<file path="config.mk">
export PLATFORM = sky130hd
export DESIGN_NAME = sil_ctrl
export DESIGN_NICKNAME = d
export VERILOG_FILES = /design/src/rtl/sil_pkg.sv /design/src/rtl/sil_ctrl.sv
export SDC_FILE = /design/constraint.sdc
export NUM_CORES = 1
export LEC_CHECK = 0
export CELL_PAD_IN_SITES_DETAIL_PLACEMENT = 0
export CELL_PAD_IN_SITES_GLOBAL_PLACEMENT = 1
export CORE_AREA = 4 4 41 43
export DETAILED_ROUTE_END_ITERATION = 12
export DIE_AREA = 0 0 45 47
export DONT_BUFFER_PORTS = 1
export PLACE_DENSITY = 0.49
export SLEW_MARGIN = 10
export SYNTH_ARGS = -nofsm -noshare
export SYNTH_HDL_FRONTEND = slang
export SYNTH_SLANG_ARGS = --single-unit
</file>
<file path="constraint.sdc">
create_clock -name clk -period 1.9 [get_ports clk]
set_input_delay 0.19 -clock clk [delete_from_list [all_inputs] [get_ports clk]]
set_output_delay 0.19 -clock clk [all_outputs]
set_load 0.02 [all_outputs]
</file>
<file path="src/rtl/sil_pkg.sv">
// ----------------------------------------------------------------------------
// sil_pkg
// Shared widths, command and status codes, and controller/datapath links
// for the bounded shift-insert list.
// ----------------------------------------------------------------------------
`default_nettype none

package sil_pkg;

    localparam int CMD_W     = 2;
    localparam int IDX_W     = 7;
    localparam int VAL_W     = 64;
    localparam int STATUS_W  = 2;
    localparam int FIDX_W    = 6;
    localparam int COUNT_W   = 7;

    localparam int DEFAULT_CAPACITY = 64;

    localparam logic [CMD_W-1:0] CMD_INSERT = 2'd0;
    localparam logic [CMD_W-1:0] CMD_ERASE  = 2'd1;
    localparam logic [CMD_W-1:0] CMD_READ   = 2'd2;
    localparam logic [CMD_W-1:0] CMD_SEARCH = 2'd3;

    localparam logic [STATUS_W-1:0] ST_OK       = 2'd0;
    localparam logic [STATUS_W-1:0] ST_FULL     = 2'd1;
    localparam logic [STATUS_W-1:0] ST_RANGE    = 2'd2;
    localparam logic [STATUS_W-1:0] ST_NOTFOUND = 2'd3;

    typedef struct packed {
        logic load;
        logic check;
        logic walk;
        logic rd_first;
        logic rd_last;
        logic cap_last;
        logic emit;
    } sil_ctl_t;

    typedef struct packed {
        logic err;
        logic walk_done;
        logic out_free;
    } sil_sts_t;

endpackage

`default_nettype wire

</file>
<file path="src/rtl/sil_ctrl.sv">
// ----------------------------------------------------------------------------
// sil_ctrl
// Sequencer for one request: check, walk the entry memory (skipped when the
// request is rejected), fetch the end entries, then hand the result to the output register.
// ----------------------------------------------------------------------------
`default_nettype none

module sil_ctrl
    import sil_pkg::*;
(
    input  wire logic     clk,
    input  wire logic     rst_n,
    input  wire logic     req_valid,
    output logic          req_ready,
    input  wire sil_sts_t sts,
    output sil_ctl_t      ctl
);

    localparam logic [2:0] S_IDLE  = 3'd0;
    localparam logic [2:0] S_CHECK = 3'd1;
    localparam logic [2:0] S_WALK  = 3'd2;
    localparam logic [2:0] S_FIRST = 3'd3;
    localparam logic [2:0] S_LAST  = 3'd4;
    localparam logic [2:0] S_CAP   = 3'd5;
    localparam logic [2:0] S_EMIT  = 3'd6;

    logic [2:0] state_reg;
    logic [2:0] state_next;

    always_comb
    begin
        state_next = state_reg;
        ctl        = '0;
        req_ready  = 1'b0;
        case (state_reg)
            S_IDLE:
            begin
                req_ready = 1'b1;
                if (req_valid)
                begin
                    ctl.load   = 1'b1;
                    state_next = S_CHECK;
                end
            end
            S_CHECK:
            begin
                ctl.check  = 1'b1;
                state_next = sts.err ? S_FIRST : S_WALK;
            end
            S_WALK:
            begin
                ctl.walk = 1'b1;
                if (sts.walk_done)
                begin
                    state_next = S_FIRST;
                end
            end
            S_FIRST:
            begin
                ctl.rd_first = 1'b1;
                state_next   = S_LAST;
            end
            S_LAST:
            begin
                ctl.rd_last = 1'b1;
                state_next  = S_CAP;
            end
            S_CAP:
            begin
                ctl.cap_last = 1'b1;
                state_next   = S_EMIT;
            end
            S_EMIT:
            begin
                ctl.emit = 1'b1;
                if (sts.out_free)
                begin
                    state_next = S_IDLE;
                end
            end
            default:
            begin
                state_next = S_IDLE;
            end
        endcase
    end

    always_ff @(posedge clk or negedge rst_n)
    begin
        if (!rst_n)
        begin
            state_reg <= S_IDLE;
        end
        else
        begin
            state_reg <= state_next;
        end
    end

endmodule

`default_nettype wire

</file>
==> Word level (Yosys, flattened, before mapping) <==
Cells that the tools add are included.
{ "word_totals": {"input_bits": 6, "elab_cells": 26, "out_inout_bits": 8, "regBits": 3} }
{ "op_classes": {"n_reduce_logical": 2, "n_eq_ne": 9, "n_mux": 14} }
{ "ops": {"columns": ["cell", "n"], "rows": [
  ["$pmux W3 S7", 1],
  ["$mux W1", 10],
  ["$eq A3 B3 Y1 const B", 3],
  ["$mux W3", 3],
  ["$eq A3 B2 Y1 const B", 2],
  ["$ne A2 B2 Y1 const B", 3],
  ["$eq A3 B1 Y1 const B", 1],
  ["$logic_not A3 Y1", 1],
  ["$reduce_and A3 Y1", 1]
]} }

==> Longest topological paths before layout <==
Gate-level depths: netlist (run 1).
{ "logic_depth": {"word_depth": 3, "depth_mapped": 4, "ltp_nobuf": 3} }

==> Worst setup path before layout (run 1) <==
OpenSTA, ideal clock, no wires.
{ "synth_path": {"kind": "reg2out", "from": "register state_reg[0]", "to": "output ctl[6] in the netlist's numbering", "path_buffers": 1, "setup_slack_ps": 565, "stages_incl_launch_ff": 4, "required_time_ps": 1710, "t_arrival_ps": 1145, "path_cell_list": "dfrtp_1 > buf_4 > nor3_2 > and2_1"} }
{ "synth_rtl": {"columns": ["element", "line_no", "text"], "rows": [
  ["start, declared", "sil_ctrl.sv:27", "logic [2:0] state_reg;"],
  ["start signal, assigned", "sil_ctrl.sv:96", "state_reg <= state_next;"],
  ["end, declared", "sil_ctrl.sv:16", "output sil_ctl_t ctl"]
]} }

==> results of run 1 <==
[power by group]
| group | switching, mW | internal [mW] | total [mW] |
|---|---|---|---|
| clock | 0.0350 | 0.0788 | 0.114 |
| combinational | 0.165 | 0.143 | 0.308 |
| sequential | 0.0884 | 0.0949 | 0.183 |
| total | 0.288 | 0.316 | 0.605 |
[logic make-up (layout without fill, tap and decap cells)]
kind of cell,Yosys count,in the layout
and+or+nand+nor,15,15
AOI/OAI and AO/OA,4,4
buffers and inverters,5,11
DFF,3,3
[cell usage in the layout (no fill, tap or decap)]
cell type / netlist / routed
a21o_1: 1 / 1
and2_1: 1 / 1
and3_4: 1 / 1
buf_4: 1 / 4
clkbuf_1: 0 / 1
clkbuf_4: 0 / 3
dfrtp_1: 3 / 3
dlygate4sd3_1: 0 / 1
inv_1: 1 / 1
inv_4: 1 / 1
nand2_1: 2 / 2
nand2b_4: 1 / 1
nand3_1: 1 / 1
nand3b_1: 1 / 1
nor2_1: 4 / 4
nor3_1: 1 / 1
nor3_2: 1 / 1
nor3b_1: 2 / 2
o21ai_0: 2 / 2
o311ai_2: 1 / 1
[worst paths after layout]
path / startpoint / end / slack (ns) / cells past startpoint
setup / recovery: state_reg[0] / ctl[6] / 0.38 / 3
hold / removal: sts[1] / state_reg[0] / 0.13 / 2
setup reg to reg: state_reg[2] / state_reg[2] / 0.81 / 3
hold reg to reg: state_reg[1] / state_reg[1] / 0.70 / 2
max in group asynchronous: rst_n / state_reg[1] / 1.54 / 1
min in group asynchronous: rst_n / state_reg[0] / 0.21 / 1
[timing repair]
item	in CTS	in global routing
setup endpoints to repair	0	0
hold buffers	1	0
endpoints found under the hold margin	3	0
gates resized for setup	0	0
[worst max-delay path, cell delays in order (launching register included)]
cell and delay (ns):
dfrtp_1 0.49, nor3_2 0.19, buf_4 0.16, and2_1 0.24
[final cells by class]
class	count	area share, %
Timing Repair Buffer	5	13.3
Tap cell	15	6.25
Inverter	2	3.33
Clock buffer	4	8.75
Sequential cell	3	25.0
Multi-Input combinational cell	19	43.3
[routing by layer]
metal | track usage (%) | vias to the layer above | routed length (um)
li1 | - | 101 | -
met5 | 0 | - | 0
met2 | 9.60 | 11 | 230
met4 | 7.02 | 0 | 19
met3 | 3.07 | 2 | 67
met1 | 7.29 | 84 | 219
==> metrics.cfg, run 1 <==
[floorplanning]
die_area_mm2 = 0.00212
fp.dieW_um = 45
rows = 13
io-pin-count = 14
initial_utilization_pct = 18.8
coreArea_mm2 = 0.00130
die-height_um = 47

[synthesis]
synth-adder-area-share_pct = 0
synth_compound_area_share_pct = 13.8
muxShareOfSynthArea_pct = 0
synthFlopType = dfrtp_1
synth_top_cells_by_count = nor2_1 (4), dfrtp_1 (3)
ys_seq_elements = 3
synth.most_common_cell = nor2_1
ys_seq_area_share_pct = 30.6
synth_area_leaders = dfrtp_1 (31%), buf_6 (9.2%), o311ai_2 (6.6%)
synth_top_family_by_area = simple AND/OR/NAND/NOR gates
syn_nets = 33
yosysTopAreaCell = dfrtp_1
syn-cell-area_um2 = 245
synthesis.instances = 27
synth_simple_gate_area_share_pct = 39.3
synth_edf_count = 0
synth.distinct_cells = 18
ys_warn_count = 0
syn_area_per_cell_um2 = 9.08
synthXorXnorAreaFrac_pct = 0
synth_top_area_share_pct = 30.6
async_reset_ff_share_pct = 100

[run_status]
status = finished, final reports clean

[routing]
antenna_left = 0
first_pass_iters = 1
wl_per_cell_um = 11.2
remaining_drc_errors = 0
first_iter_violations = 0
vias_per_cell = 4.13
vias = 198
wl_um = 536

[timing]
finalSetupTns_ns = 0
finClkSkew_ns = 0.00177
clock.fmax_ghz = 0.658
worst_slew_pin_slew_ns = 0.380
drv_slew = 0
finalSetupViolations = 0
setup_ws_ns = 0.380
hold_violations = 0
rsz0062_at_grt = false
fin_crit_sh_pct = 80.0
holdWs_ns = 0.133
relSlewSlack_pct = 74.5
final.min_clock_period_ns = 1.52

[clocking]
cts.clk_slew.worst_paths_ns = 0.04
ctsHtreeMaxLevel = 1
root_buffer = clkbuf_4
clk_latency_ns = 0.23
postCtsSetupBuffers = 0
numCtsBuffers = 3
cts_sinks = 3
cts_tree = yes
clockBufferDepth = 2

[final_layout]
area_growth_pct = 22.4
drive_gt1_share_pct = 36.4
post-route-util_pct = 23.1
fin_nets = 40
largest_register_ffs = 3
regArea_um2 = 75.1
num_antenna_cells = 0
multi_input_area_um2 = 130
instances_no_fill = 48
post-route-cell-area_um2 = 300
n_fill_cell = 154

[hold_path]
hold_class = input pin to flop

[power_and_ir_drop]
power_mw = 0.605
cellPowerDensity_mw_per_mm2 = 2010
vdd_drop_max_v = 0.000599
leakagePower_nw = 0.137

[global_route]
grt_pass1_wl_um = 952
grt_pass1_vias = 222
track_usage_pct = 6.80
grt_max_degree = 11
grt.overflow.total = 0
antenna_found_initial = 0

[setup_path]
start_kind = flop
crit_fanout = 10
critPathKind = flop to output pin
arrival_ns = 1.33
critPathRequiredTime_ns = 1.71
end_kind = output pin

[place]
dp_slack_ns = 0.622
port_buffers = 0
gp_congestion = 0.644
placed_area_um2 = 264
dp_hpwl_um = 402
dp_cells = 43

[run]
maxCapViolCount = 0

No activity file was read; power rests on OpenSTA's default activity.
==> run 2, diff against run 1 <==
- PLACE_DENSITY: 0.49 -> 0.51
- clock period: 1.9 -> 1.35 ns (I/O delays scaled with it)
==> run 2 against run 1 <==
Critical path depth is 1 lower. Register-to-register slack got worse by 0.46 ns. Final cell count rose by 6.3%. Sequential share of layout area fell by 1.8 points. Combinational power increased by 70%. Final area increased by 13%. Via count rose by 9.1%. First-iteration DRC count grew 2.
==> metrics.cfg, run 2 (synthesized netlist as in run 1, its figures left out) <==
[timing]
relSlewSlack_pct = 83.8
hold_violations = 0
clock.fmax_ghz = 0.785
drv_slew = 0
holdWs_ns = 0.0773
worst_slew_pin_slew_ns = 0.243
finClkSkew_ns = 0.00182
rsz0062_at_grt = true
finalSetupViolations = 0
final.min_clock_period_ns = 1.27
fin_crit_sh_pct = 94.3

[global_route]
grt_pass1_vias = 219
grt.overflow.total = 0
grt_max_degree = 11
antenna_found_initial = 0
track_usage_pct = 7.52
grt_pass1_wl_um = 1010

[floorplanning]
rows = 13
initial_utilization_pct = 18.8
io-pin-count = 14
coreArea_mm2 = 0.00130
fp.dieW_um = 45
die_area_mm2 = 0.00212
die-height_um = 47

[final_layout]
n_fill_cell = 162
num_antenna_cells = 0
final_common_cell = buf_4
largest_register_ffs = 3
drive_gt1_share_pct = 61.1
layout_common_cells = buf_4 (7), clkbuf_4 (3), dfrtp_2 (3)
fin_nets = 43
area_growth_pct = 38.3

[setup_path]
max_stage_delay_ns = 0.46
end_kind = output pin
reg2regPathDepth = 3
critPathKind = flop to output pin
crit_slowest_cell = dfrtp_2
arrival_ns = 1.14
worstPathCellList = nor3_2 > and2_4
start_kind = flop
r2r_end = state_reg[2]
crit_fanout = 10
critPathRequiredTime_ns = 1.22
timing.rr.start = state_reg[2]
r2r_slack_ns = 0.35

[routing]
wl_per_cell_um = 11.4
vias_per_cell = 4.24
first_pass_iters = 2
first_iter_violations = 2
antenna_left = 0
remaining_drc_errors = 0
vias = 216
wl_um = 581

[power_and_ir_drop]
vdd_drop_max_v = 0.000829
power_mw = 0.955
cellPowerDensity_mw_per_mm2 = 2820
leakagePower_nw = 0.151

[place]
dp_hpwl_um = 429
gp_congestion = 0.718
port_buffers = 0

[hold_path]
worstHoldStart = sts[1]
hold_end = state_reg[0]
hold_depth = 2
hold_class = input pin to flop

[clocking]
root_buffer = clkbuf_4
cts_sinks = 3
clockBufferDepth = 2
numCtsBuffers = 3
clk_latency_ns = 0.24
ctsHtreeMaxLevel = 1
cts.clk_slew.worst_paths_ns = 0.04
cts_tree = yes

[run_status]
status = finished, final reports clean

[run]
maxCapViolCount = 0

## run 2: cell types whose count changed in the layout (fill, tap and decap cells not counted)
| cell | delta |
|---|---|
| buf_4 | +3 |
| dfrtp_1 | -3 |
| dfrtp_2 | +3 |
| nor2_1 | -2 |
| nor2_2 | +2 |
| and2_1 | -1 |
| and2_4 | +1 |
| nor3b_1 | -1 |
| nor3b_2 | +1 |
## run 2: layout make-up
class | instances | area (um^2) | area share [%]
multi-input cells | 19 | 143 | 42.1
inverters | 2 | 10.0 | 2.95
well taps | 15 | 18.8 | 5.54
flip-flops and latches | 3 | 78.8 | 23.2
repair buffers | 8 | 62.6 | 18.5
clock buffers | 4 | 26.3 | 7.75
## run 2: per-layer routing
layer  vias to the layer above  track usage [%]  wire [um]
met5                         -                0          0
met4                         0             5.26          4
met3                         2             6.13         74
met2                        12             9.32        242
met1                        93             8.45        258
li1                        109                -          -
## run 2: worst max path at each step
stage | slack (ns) | cells past startpoint | start | endpoint
2_1_floorplan | 0.07 | 3 | state_reg[0] | ctl[6]
3_3_place_gp | 0.22 | 2 | state_reg[1] | ctl[1]
3_5_place_dp | 0.22 | 2 | state_reg[1] | ctl[1]
4_1_cts | -0.04 | 2 | state_reg[1] | ctl[1]
5_1_grt | -0.008 | 2 | state_reg[1] | ctl[6]
6_report | 0.08 | 2 | state_reg[1] | ctl[6]
## run 2: what timing repair did
action,CTS,global route
cloned,0,0
endpoints found under the hold margin,3,0
endpoints found under the setup margin,4,6
hold buffers,1,0
resized for setup,2,6
buffers inserted,0,3
## run 2: worst max-delay path, delay by kind of cell (launching register included)
kind	cells	cell delay (ns)
flops	1	0.46
simple gates	2	0.44
## run 2: power by group
group	switching (mW)	leakage, nW	internal (mW)	total [mW]
logic	0.263	0.103	0.260	0.523
registers	0.126	0.0336	0.143	0.269
clock network	0.0517	0.0150	0.111	0.163
## run 2: stage by stage
step	area, um^2	util (%)	setup TNS [ns]	setup slack, ns	instances
after floorplan	245	-	0	0.0701	27
after global placement	264	20.3	0	0.224	43
after detailed placement	264	20.3	0	0.216	43
after CTS	303	23.3	-0.0826	-0.0434	48
after global routing	339	26.1	-0.00834	-0.00808	51
final	339	26.1	0	0.0763	51
==> run 3, diff against run 2 <==
- PLACE_DENSITY: 0.51 -> default
- PLACE_DENSITY_LB_ADDON: default -> 0.08
==> run 3 against run 2 <==
Final area decreased by 7.0%. Hold slack improved by 0.0083 ns. Sequential power increased by 4%. Combinational power decreased by 13%. Via count decreased by 3.7%.
==> metrics.cfg, run 3 (synthesized netlist as in run 1, its figures left out) <==
[floorplanning]
die-height_um = 47
initial_utilization_pct = 18.8
rows = 13
fp.dieW_um = 45
die_area_mm2 = 0.00212
coreArea_mm2 = 0.00130
io-pin-count = 14

[global_route]
grt_max_degree = 11
gr-usage-met1_pct = 7.52
grt_util_met2_pct = 8.19
grt.overflow.total = 0
grt_pass1_vias = 212
grt.busiest_layer = met2
grt_pass1_wl_um = 876
antenna_found_initial = 0
track_usage_pct = 6.09
use_met3_pct = 1.15

[timing]
drv_slew = 0
final.min_clock_period_ns = 1.26
clock.fmax_ghz = 0.793
rsz0062_at_grt = false
finClkSkew_ns = 0.00198
finalSetupTns_ns = 0
relSlewSlack_pct = 83.4
finalSetupViolations = 0
worst_slew_pin_slew_ns = 0.249
fin_crit_sh_pct = 93.4
hold_violations = 0

[power_and_ir_drop]
pwr-share-clk_pct = 17.3
cellPowerDensity_mw_per_mm2 = 2820
power_mw = 0.888
leakagePower_nw = 0.139
p_int_mw = 0.468
seqPwrFrac_pct = 31.4
comb_power_share_pct = 51.3
swShare_pct = 47.3
vdd_drop_max_v = 0.000694
p_switching_mw = 0.420

[setup_path]
critPathKind = flop to output pin
arrival_ns = 1.13
end_kind = output pin
critPathRequiredTime_ns = 1.22
crit_fanout = 10
start_kind = flop

[routing]
first_pass_iters = 2
wl_um = 581
wl_per_cell_um = 11.9
vias_per_cell = 4.24
first_iter_violations = 1
antenna_left = 0
vias = 208
remaining_drc_errors = 0

[place]
dp_cells = 44
dp_hpwl_um = 434
port_buffers = 0
gp_congestion = 0.618

[final_layout]
num_antenna_cells = 0
largest_register_ffs = 3
final_common_cell = buf_4
area_growth_pct = 28.6
drive_gt1_share_pct = 52.9
n_fill_cell = 163
fin_nets = 41
instances_no_fill = 49
layout_common_cells = buf_4 (5), nor2_1 (3), clkbuf_4 (3), dfrtp_2 (3)

[clocking]
cts_tree = yes
ctsHtreeMaxLevel = 1
clockBufferDepth = 2
cts.clk_slew.worst_paths_ns = 0.04
root_buffer = clkbuf_4
numCtsBuffers = 3
clk_latency_ns = 0.23
postCtsSetupBuffers = 0
cts_sinks = 3

[hold_path]
hold_class = input pin to flop

[run]
maxCapViolCount = 0

[run_status]
status = finished, final reports clean

run 3: changes by cell type in the layout (fill, tap and decap cells not counted):
cell and delta:
buf_4 -2, and2_2 +1, and2_4 -1, nor3b_1 +1, nor2_2 -1, nor2_1 +1
nor3b_2 -1
run 3: layout make-up:
type / count / area [um^2] / share of cell area [%]
repair buffers: 6 / 47.5 / 15.1
multi-input cells: 19 / 134 / 42.5
inverters: 2 / 10.0 / 3.17
flip-flops and latches: 3 / 78.8 / 25.0
well taps: 15 / 18.8 / 5.95
clock buffers: 4 / 26.3 / 8.33
run 3: path summary, 6_finish.rpt:
| check | slack [ns] | from | depth (start not counted) | end |
|---|---|---|---|---|
| worst max register to register | 0.33 | state_reg[2] | 3 | state_reg[2] |
| max in group asynchronous | 1.04 | rst_n | 1 | state_reg[1] |
| worst min-delay path | 0.09 | sts[1] | 2 | state_reg[0] |
| min in group asynchronous | 0.16 | rst_n | 1 | state_reg[0] |
| worst min register to register | 0.65 | state_reg[1] | 2 | state_reg[1] |
| worst max-delay path | 0.09 | state_reg[1] | 2 | ctl[6] |
run 3: worst max-delay path, stage by stage (launching register included):
cell	delay, ns
dfrtp_2	0.47
nor3_2	0.21
and2_2	0.23
run 3: per-layer routing:
layer	share of wire (%)	routed length, um	vias to the layer above
li1	-	-	104
met5	0	0	-
met1	44	253	95
met2	45	262	9
met3	11	65	0
met4	0	0	0
run 3: what timing repair did:
action / CTS / global route
endpoints found under the setup margin: 3 / 4
hold buffers: 1 / 0
hold endpoints to repair: 3 / 0
resized for setup: 4 / 1
run 3: power groups by stage:
| stage | logic, mW | clock network, mW | registers [mW] |
|---|---|---|---|
| after detailed placement | 0.453 | 0 | 0.270 |
| final | 0.456 | 0.153 | 0.279 |
| after floorplan | 0.503 | 0 | 0.149 |
| after CTS | 0.465 | 0.163 | 0.278 |
| after global routing | 0.493 | 0.175 | 0.290 |
| after global placement | 0.456 | 0 | 0.264 |
run 3: metrics by stage:
step	worst slack [ns]	utilization, %	cell area [um^2]	hold WS (ns)
after floorplan	0.0701	-	245	-0.161
after global placement	0.210	20.9	272	-0.161
after detailed placement	0.195	20.9	272	-0.161
after CTS	0.0312	24.1	314	0.0791
after global routing	0.00137	24.2	315	0.0870
final	0.0892	24.2	315	0.0857
